## src/design/tcp_bandwidth_rtt_estimator_defines.svh

```systemverilog
// Assertion macros shared by the bandwidth and RTT estimator.
`ifndef TCP_BANDWIDTH_RTT_ESTIMATOR_DEFINES_SVH
`define TCP_BANDWIDTH_RTT_ESTIMATOR_DEFINES_SVH

// The consequent must hold in the same cycle as the antecedent.
`define TBRE_ASSERT_IMP(label, ante, cons) \
  label: assert property (@(posedge clk_i) disable iff (!rst_ni) (ante) |-> (cons)) \
    else $error("estimator assertion failed");

// The consequent must hold in the cycle after the antecedent.
`define TBRE_ASSERT_NXT(label, ante, cons) \
  label: assert property (@(posedge clk_i) disable iff (!rst_ni) (ante) |=> (cons)) \
    else $error("estimator assertion failed");

`endif

```

## src/design/tbre_pkg.sv

```systemverilog
// Types and constants shared by the bandwidth and RTT estimator modules.
package tbre_pkg;

  // Event codes carried on the input kind field.
  localparam logic [2:0] EV_START = 3'd0;
  localparam logic [2:0] EV_RTT   = 3'd1;
  localparam logic [2:0] EV_FAST  = 3'd2;
  localparam logic [2:0] EV_SLOW  = 3'd3;
  localparam logic [2:0] EV_LOSS  = 3'd4;
  localparam logic [2:0] EV_CWR   = 3'd5;

  // Configuration register indexes.
  localparam logic [1:0] CFG_MSS   = 2'd0;
  localparam logic [1:0] CFG_FLOOR = 2'd1;
  localparam logic [1:0] CFG_INIT  = 2'd2;

  // Configuration reset values.
  localparam logic [15:0] MSS_RESET   = 16'd1460;
  localparam logic [15:0] FLOOR_RESET = 16'd50;
  localparam logic [31:0] INIT_RESET  = 32'd20000;

  localparam logic [31:0] ALL_ONES = 32'hFFFF_FFFF;

  // Request to the shared divider: the remainder must start below the divisor.
  typedef struct packed {
    logic        start;
    logic [31:0] rem_init;
    logic [31:0] dividend;
    logic [31:0] divisor;
  } div_req_t;

  // Status and result of the shared divider.
  typedef struct packed {
    logic        busy;
    logic        done;
    logic [31:0] quotient;
  } div_rsp_t;

endpackage

```

## src/design/tbre_div.sv

```systemverilog
// Shared iterative restoring divider, two quotient bits per cycle.
module tbre_div import tbre_pkg::*; (
  input  logic     clk_i,
  input  logic     rst_ni,
  input  div_req_t req_i,
  output div_rsp_t rsp_o
);

  localparam int Steps = 2;
  localparam int Iter  = 32 / Steps;
  localparam int CntW  = $clog2(Iter);

  logic [31:0]     rem_q, rem_d;
  logic [31:0]     quo_q, quo_d;
  logic [31:0]     den_q, den_d;
  logic [CntW-1:0] cnt_q, cnt_d;
  logic            busy_q, busy_d;
  logic            done_q, done_d;

  // Step logic: shift one dividend bit into the remainder and try a subtract.
  always_comb begin
    logic [31:0] r;
    logic [31:0] qv;
    logic [32:0] t;
    r  = rem_q;
    qv = quo_q;
    t  = '0;
    for (int k = 0; k < Steps; k++) begin
      t  = {r, qv[31]};
      qv = {qv[30:0], 1'b0};
      if (t >= {1'b0, den_q}) begin
        r     = 32'(t - {1'b0, den_q});
        qv[0] = 1'b1;
      end else begin
        r = t[31:0];
      end
    end

    rem_d  = rem_q;
    quo_d  = quo_q;
    den_d  = den_q;
    cnt_d  = cnt_q;
    busy_d = busy_q;
    done_d = 1'b0;
    if (req_i.start) begin
      rem_d  = req_i.rem_init;
      quo_d  = req_i.dividend;
      den_d  = req_i.divisor;
      cnt_d  = '0;
      busy_d = 1'b1;
    end else if (busy_q) begin
      rem_d = r;
      quo_d = qv;
      cnt_d = cnt_q + 1'b1;
      if (cnt_q == CntW'(Iter - 1)) begin
        busy_d = 1'b0;
        done_d = 1'b1;
      end
    end
  end

  // Control state is reset; the datapath registers load on start.
  always_ff @(posedge clk_i or negedge rst_ni) begin
    if (!rst_ni) begin
      cnt_q  <= '0;
      busy_q <= 1'b0;
      done_q <= 1'b0;
    end else begin
      cnt_q  <= cnt_d;
      busy_q <= busy_d;
      done_q <= done_d;
    end
  end

  always_ff @(posedge clk_i) begin
    rem_q <= rem_d;
    quo_q <= quo_d;
    den_q <= den_d;
  end

  assign rsp_o.busy     = busy_q;
  assign rsp_o.done     = done_q;
  assign rsp_o.quotient = quo_q;

endmodule

```

## config.mk

```make
export PLATFORM = sky130hd
export DESIGN_NAME = tbre_div
export DESIGN_NICKNAME = d
export VERILOG_FILES = /design/src/design/tcp_bandwidth_rtt_estimator_defines.svh /design/src/design/tbre_pkg.sv /design/src/design/tbre_div.sv
export SDC_FILE = /design/constraint.sdc
export NUM_CORES = 1
export LEC_CHECK = 0
export BUFFER_PORTS_ARGS = -buffer_cell sky130_fd_sc_hd__buf_4
export CORE_ASPECT_RATIO = 0.75
export CORE_MARGIN = 3
export CORE_UTILIZATION = 40
export CTS_CLUSTER_DIAMETER = 30
export DETAILED_ROUTE_END_ITERATION = 16
export GPL_TIMING_DRIVEN = 0
export PLACE_DENSITY = 0.65
export SYNTH_ARGS = -nofsm -noshare
export SYNTH_HDL_FRONTEND = slang
export SYNTH_SLANG_ARGS = --single-unit
```

## constraint.sdc

```tcl
create_clock -name clk_i -period 6.3 [get_ports clk_i]
set_clock_uncertainty 0.05 [all_clocks]
set_input_delay 0.63 -clock clk_i [delete_from_list [all_inputs] [get_ports clk_i]]
set_output_delay 0.63 -clock clk_i [all_outputs]
set_load 0.02 [all_outputs]
```

---- After elaboration in Yosys (flattened, before gate mapping) ----
Cells that the tools add are included.
cells by class
  reduce and logical (&&, ||, !) cells .... 1
  equality and inequality tests ........... 1
  order comparisons ....................... 2
  add/subtract/negate cells ............... 3
  muxes and demuxes ....................... 16
operators by type and width
  kind                 number
  $mux 32              6
  $ge 33x32->1         2
  $sub 32x32->32       2
  $mux 1               8
  $mux 4               2
  $add 4x1->4 const B  1
  $eq 4x4->1 const B   1
  $reduce_bool 2->1    1
storage, ports and cells
  register bits ........................... 102
  output and inout bits ................... 34
  bits of input ports ..................... 99

---- Longest topological paths before layout ----
  depth after elaboration ................. 6
  depth in mapped cells ................... 23

---- Worst setup path after synthesis ----
Ideal clock, no wire load.
  path kind ............................... register to register
  start point ............................. register quo_q[31]
  end point ............................... register rem_q[30], data pin
  arrival time ............................ 4963 ps
  required time ........................... 5989 ps
  library setup time ...................... 261 ps
  period minus slack after synthesis ...... 5274 ps
  setup slack ............................. 1026 ps
  stages on the path, launching flop included .. 23
  cells stage by stage .................... edfxtp_1 -> inv_1 -> ha_1 -> inv_1 -> fa_1 -> a21o_1 -> a221o_1 -> o21ai_0 -> a21o_1 -> a31oi_1 -> xor2_1 -> mux2_2 -> ha_1 -> clkbuf_1 -> a211oi_1 -> nand2_1 -> or4_1 -> a311oi_1 -> nor2_1 -> a41oi_1 -> nor2_1 -> a211o_1 -> o311a_1
between the ends
  word-level cells in the longest chain between the ends .. 6
  elaborated cells between the ends (all ways) .. 8
  those cells by class .................... add/sub (2); order compare (2); mux (4)
ends and longest elaborated chain
  element                                                line                            source
  start, declared                                        tbre_div.sv:14                  logic [31:0] quo_q, quo_d;
  start signal, assigned                                 tbre_div.sv:77                  quo_q <= quo_d;
  $sub 32x32->32 / $ge 33x32->1 (equally long branches)  tbre_div.sv:32, tbre_div.sv:31
  $mux 32 (*)                                            tbre_div.sv:31                  if (t >= {1'b0, den_q}) begin
  $sub 32x32->32 / $ge 33x32->1 (equally long branches)  tbre_div.sv:32, tbre_div.sv:31
  $mux 32 (*)                                            tbre_div.sv:31
  $mux 32 (*)                                            tbre_div.sv:51                  end else if (busy_q) begin
  $mux 32 (*)                                            tbre_div.sv:45                  if (req_i.start) begin
  net rem_d[30]                                          tbre_div.sv:13                  logic [31:0] rem_q, rem_d;
  end signal, assigned                                   tbre_div.sv:76                  rem_q <= rem_d;
  end, declared                                          tbre_div.sv:13
Mark *: on every way through the listed nets, which the timed path passes. The rest lies on a longest branch. The select of a mux whose other input is x is not followed.
A chain may end at the register's enable or synchronous reset.

---- Worst setup path in the final report ----
  start point ............................. register rem_q[12]
  end point ............................... register rem_q[30], data pin
between the ends
  word-level cells in the longest chain between the ends .. 6
  elaborated cells between the ends (all ways) .. 8
  those cells by class .................... add/sub (2); order compare (2); mux (4)
ends and longest elaborated chain
  element                                                line
  $sub 32x32->32 / $ge 33x32->1 (equally long branches)  tbre_div.sv:32, tbre_div.sv:31
  $mux 32 (*)                                            tbre_div.sv:31
  $sub 32x32->32 / $ge 33x32->1 (equally long branches)  tbre_div.sv:32, tbre_div.sv:31
  $mux 32 (*)                                            tbre_div.sv:31
  $mux 32 (*)                                            tbre_div.sv:51
  $mux 32 (*)                                            tbre_div.sv:45
  net rem_d[30]                                          tbre_div.sv:13
Marks and branches as above.

==> out/qor.yml <==
sta:
  whs_ns: 0.380
  setup_viol: 0
  finalHoldViolations: 0
  slew_violations: 0
  tightestPinTransition_ns: 0.743
  fin_ws_ns: 0.190
  max_freq_mhz: 164
  fin_crit_sh: 0.970
  rsz0062_at_grt: "no"
  timing.final.crit_period_ns: 6.11
  relSlewSlack: 0.499
finish:
  area_growth_syn_to_layout_pct: 21.4
  nFillCells: 1898
  drive_gt1_frac: 0.252
  finalNonFillerCells: 1299
  nets: 1178
  diodes: 0
  stdcell_area_sq_mm: 0.0101
yosys:
  avgSynthCellArea_sq_um: 9.64
  ys_seq_area_frac: 0.364
  ys_ff_latch: 102
  synth_edf_count: 96
  syn_inst: 865
  yosys.area.top_type_share: 0.346
  synth_cell_type_count: 72
  yosys-top-cells-area: "edfxtp_1 (35%), ha_1 (9.8%), mux2_2 (7.4%)"
  async_flop_share: 0.0588
  ys.flop_type: "edfxtp_1"
  synth_nets: 1031
  synth_largest_area_cell: "edfxtp_1"
  syn_area_sq_mm: 0.00834
  ys_warn_count: 0
placed_design:
  dpl.cell_count: 1280
  postPlaceCellArea_sq_mm: 0.00971
  dpl.hpwl_mm: 20.0
  preCtsSetupSlack_ns: -0.435
  globalplace.congestion: 0.936
  port_buffers: 132
global_route:
  grt_pass1_vias: 7028
  grt_max_degree: 61
  grtUsageTotal: 0.224
  grt_overflow: 0
  grt_pass1_wl_mm: 39.1
  antenna_found_initial: 0
critical_path:
  critical_path_class: "flip-flop to flip-flop"
  crit_chain: "ha_1 > o21a_1 > o211ai_1 > a211oi_2 > nor4b_4 > a21oi_4 > a21oi_1 > buf_4 > mux2_2 > ha_1 > and3_1 > a221oi_1 > o21ai_0 > a311oi_2 > nor2_1 > a41oi_2 > nor2_1 > a211o_1 > o311a_1"
  cp_max_fo: 10
  crit_arrival_ns: 6.18
  slowest_stage: "a221oi_1"
  cpPeakStageDelay_ns: 0.52
  cp_top_family: "compound AO/OA/AOI/OAI gates"
  path_buf_inv: 1
  critPathRequiredTime_ns: 6.37
  worst_setup_path_start_kind: "flip-flop"
  setup.worst_path.end_class: "flip-flop"
floorplan:
  dieArea_sq_mm: 0.0226
  die_w_um: 173
  core-area_sq_mm: 0.0203
  rows: 45
  dieHeight_um: 131
  start_util: 0.410
  pin_count: 133
routing:
  first_pass_iters: 5
  ant_nets: 0
  drc_errors: 0
  drtIter0Drc: 767
  wl_per_cell_um: 19.9
  vias: 7424
  viasPerCell: 5.72
  totalWireLength_mm: 25.9
cts:
  cts_buffer_depth: 2
  cts_buffers: 9
  clockRootBuffer: "clkbuf_16"
  cts_max_level: 3
  cts_tree: "yes"
  cts.sinks: 102
  path_clk_slew_ns: 0.08
  insertion_delay_ns: 0.37
status:
  status: "finished clean"
run:
  cap_violations: 0
worst_hold_path:
  hold_class: "input port to flip-flop"
layout make-up:
type | count | area (sq um) | area share
inverters | 54 | 203 | 0.0200
flip-flops and latches | 102 | 3030 | 0.300
multi-input cells | 670 | 5020 | 0.496
clock buffers | 9 | 225 | 0.0223
repair buffers | 136 | 1040 | 0.103
well taps | 282 | 353 | 0.0349
plain buffers | 39 | 191 | 0.0189
clock inverters | 7 | 47.5 | 0.00470
layer usage:
metal	track usage	up-vias	wire length (um)
li1	-	3611	-
met1	0.333	3532	12600
met2	0.326	258	10900
met3	0.0581	23	2090
met4	0.0505	0	323
met5	0	-	0
placed cells by master (no fill, tap or decap), drive strengths merged, types with 4 or more instances in the layout:
| cell type | n |
|---|---|
| edfxtp | 96 |
| and3 | 15 |
| and4 | 4 |
| nor3 | 16 |
| nand2 | 75 |
| o311ai | 16 |
| nand4 | 33 |
| a21o | 33 |
| mux2 | 55 |
| and2 | 8 |
| buf | 153 |
| a31oi | 11 |
| o21a | 12 |
| o31ai | 7 |
| o21bai | 4 |
| ha | 65 |
| clkinv | 6 |
| xor2 | 24 |
| or3 | 4 |
| a21boi | 5 |
| inv | 55 |
| nand2b | 7 |
| or2 | 5 |
| a221oi | 4 |
| xnor2 | 24 |
| nor2b | 5 |
| o21ai | 36 |
| nand3 | 16 |
| nor2 | 39 |
| clkbuf | 30 |
| a21oi | 66 |
| a211oi | 9 |
| dfrtp | 6 |
| a211o | 4 |
| o211ai | 15 |
per-stage QoR:
stage          utilization  setup TNS (ns)
3_5_place_dp         0.478           -9.72
2_1_floorplan            -               0
5_1_grt              0.498               0
3_3_place_gp         0.476           -8.93
6_report             0.498               0
4_1_cts              0.493               0
repair_timing:
action,CTS,global route
hold buffers,1,0
endpoints found under the setup margin,33,33
hold endpoints to repair,6,0
setup buffers,0,2
gates resized for setup,10,22
gates cloned,0,0
pin swaps,0,1
path summary, 6_finish.rpt:
kind,from,end,slack (ns),cells after the start
worst min-delay path,req_i[31],den_q[31],0.38,1
min in group asynchronous,rst_ni,cnt_q[1],0.54,2
worst max register to register,rem_q[12],rem_q[30],0.19,19
worst max-delay path,rem_q[12],rem_q[30],0.19,19
max in group asynchronous,rst_ni,done_q,5.55,2
worst min register to register,cnt_q[3],cnt_q[3],0.50,2
worst register-to-register path, stage by stage, from the launching register on:
cell	delay, ns
edfxtp_1	0.42
ha_1	0.43
o21a_1	0.21
o211ai_1	0.16
a211oi_2	0.40
nor4b_4	0.34
a21oi_4	0.13
a21oi_1	0.24
buf_4	0.28
mux2_2	0.40
ha_1	0.35
and3_1	0.24
a221oi_1	0.52
o21ai_0	0.20
a311oi_2	0.34
nor2_1	0.17
a41oi_2	0.29
nor2_1	0.08
a211o_1	0.31
o311a_1	0.30
flip-flops by register name (all words and copies together), names as in the netlist:
| register | count |
|---|---|
| cnt_q | 4 |
| rem_q | 32 |
| den_q | 32 |
| quo_q | 32 |
| done_q | 1 |
| busy_q | 1 |
kinds of logic after synthesis:
logic type / after synthesis / synth area share
AO/OA/AOI/OAI: 260 / 0.218
AND/OR/NAND/NOR: 237 / 0.143
flip-flops: 102 / 0.364
buffers and inverters: 93 / 0.0452
adder cells (fa/ha/maj): 67 / 0.102
multiplexers: 58 / 0.0779
XOR/XNOR: 48 / 0.0504
cell usage after synthesis (5+ instances only):
master,number
edfxtp_1,96
nand2_1,75
ha_1,65
a21oi_1,63
mux2_2,55
inv_1,53
nor2_1,38
a21o_1,33
nand4_1,33
o21ai_0,33
xnor2_1,24
xor2_1,24
clkbuf_1,21
nand3_1,16
nor3_1,16
o311ai_1,16
and3_1,15
o211ai_1,15
buf_2,13
o21a_1,12
a31oi_1,11
and2_1,8
a211oi_1,7
nand2b_1,7
dfrtp_1,6
o31ai_1,6
a21boi_0,5
nor2b_1,5
or2_2,5
Power is not shown: default switching activity piles up to over one toggle a cycle in this logic, so the estimate is an artifact.
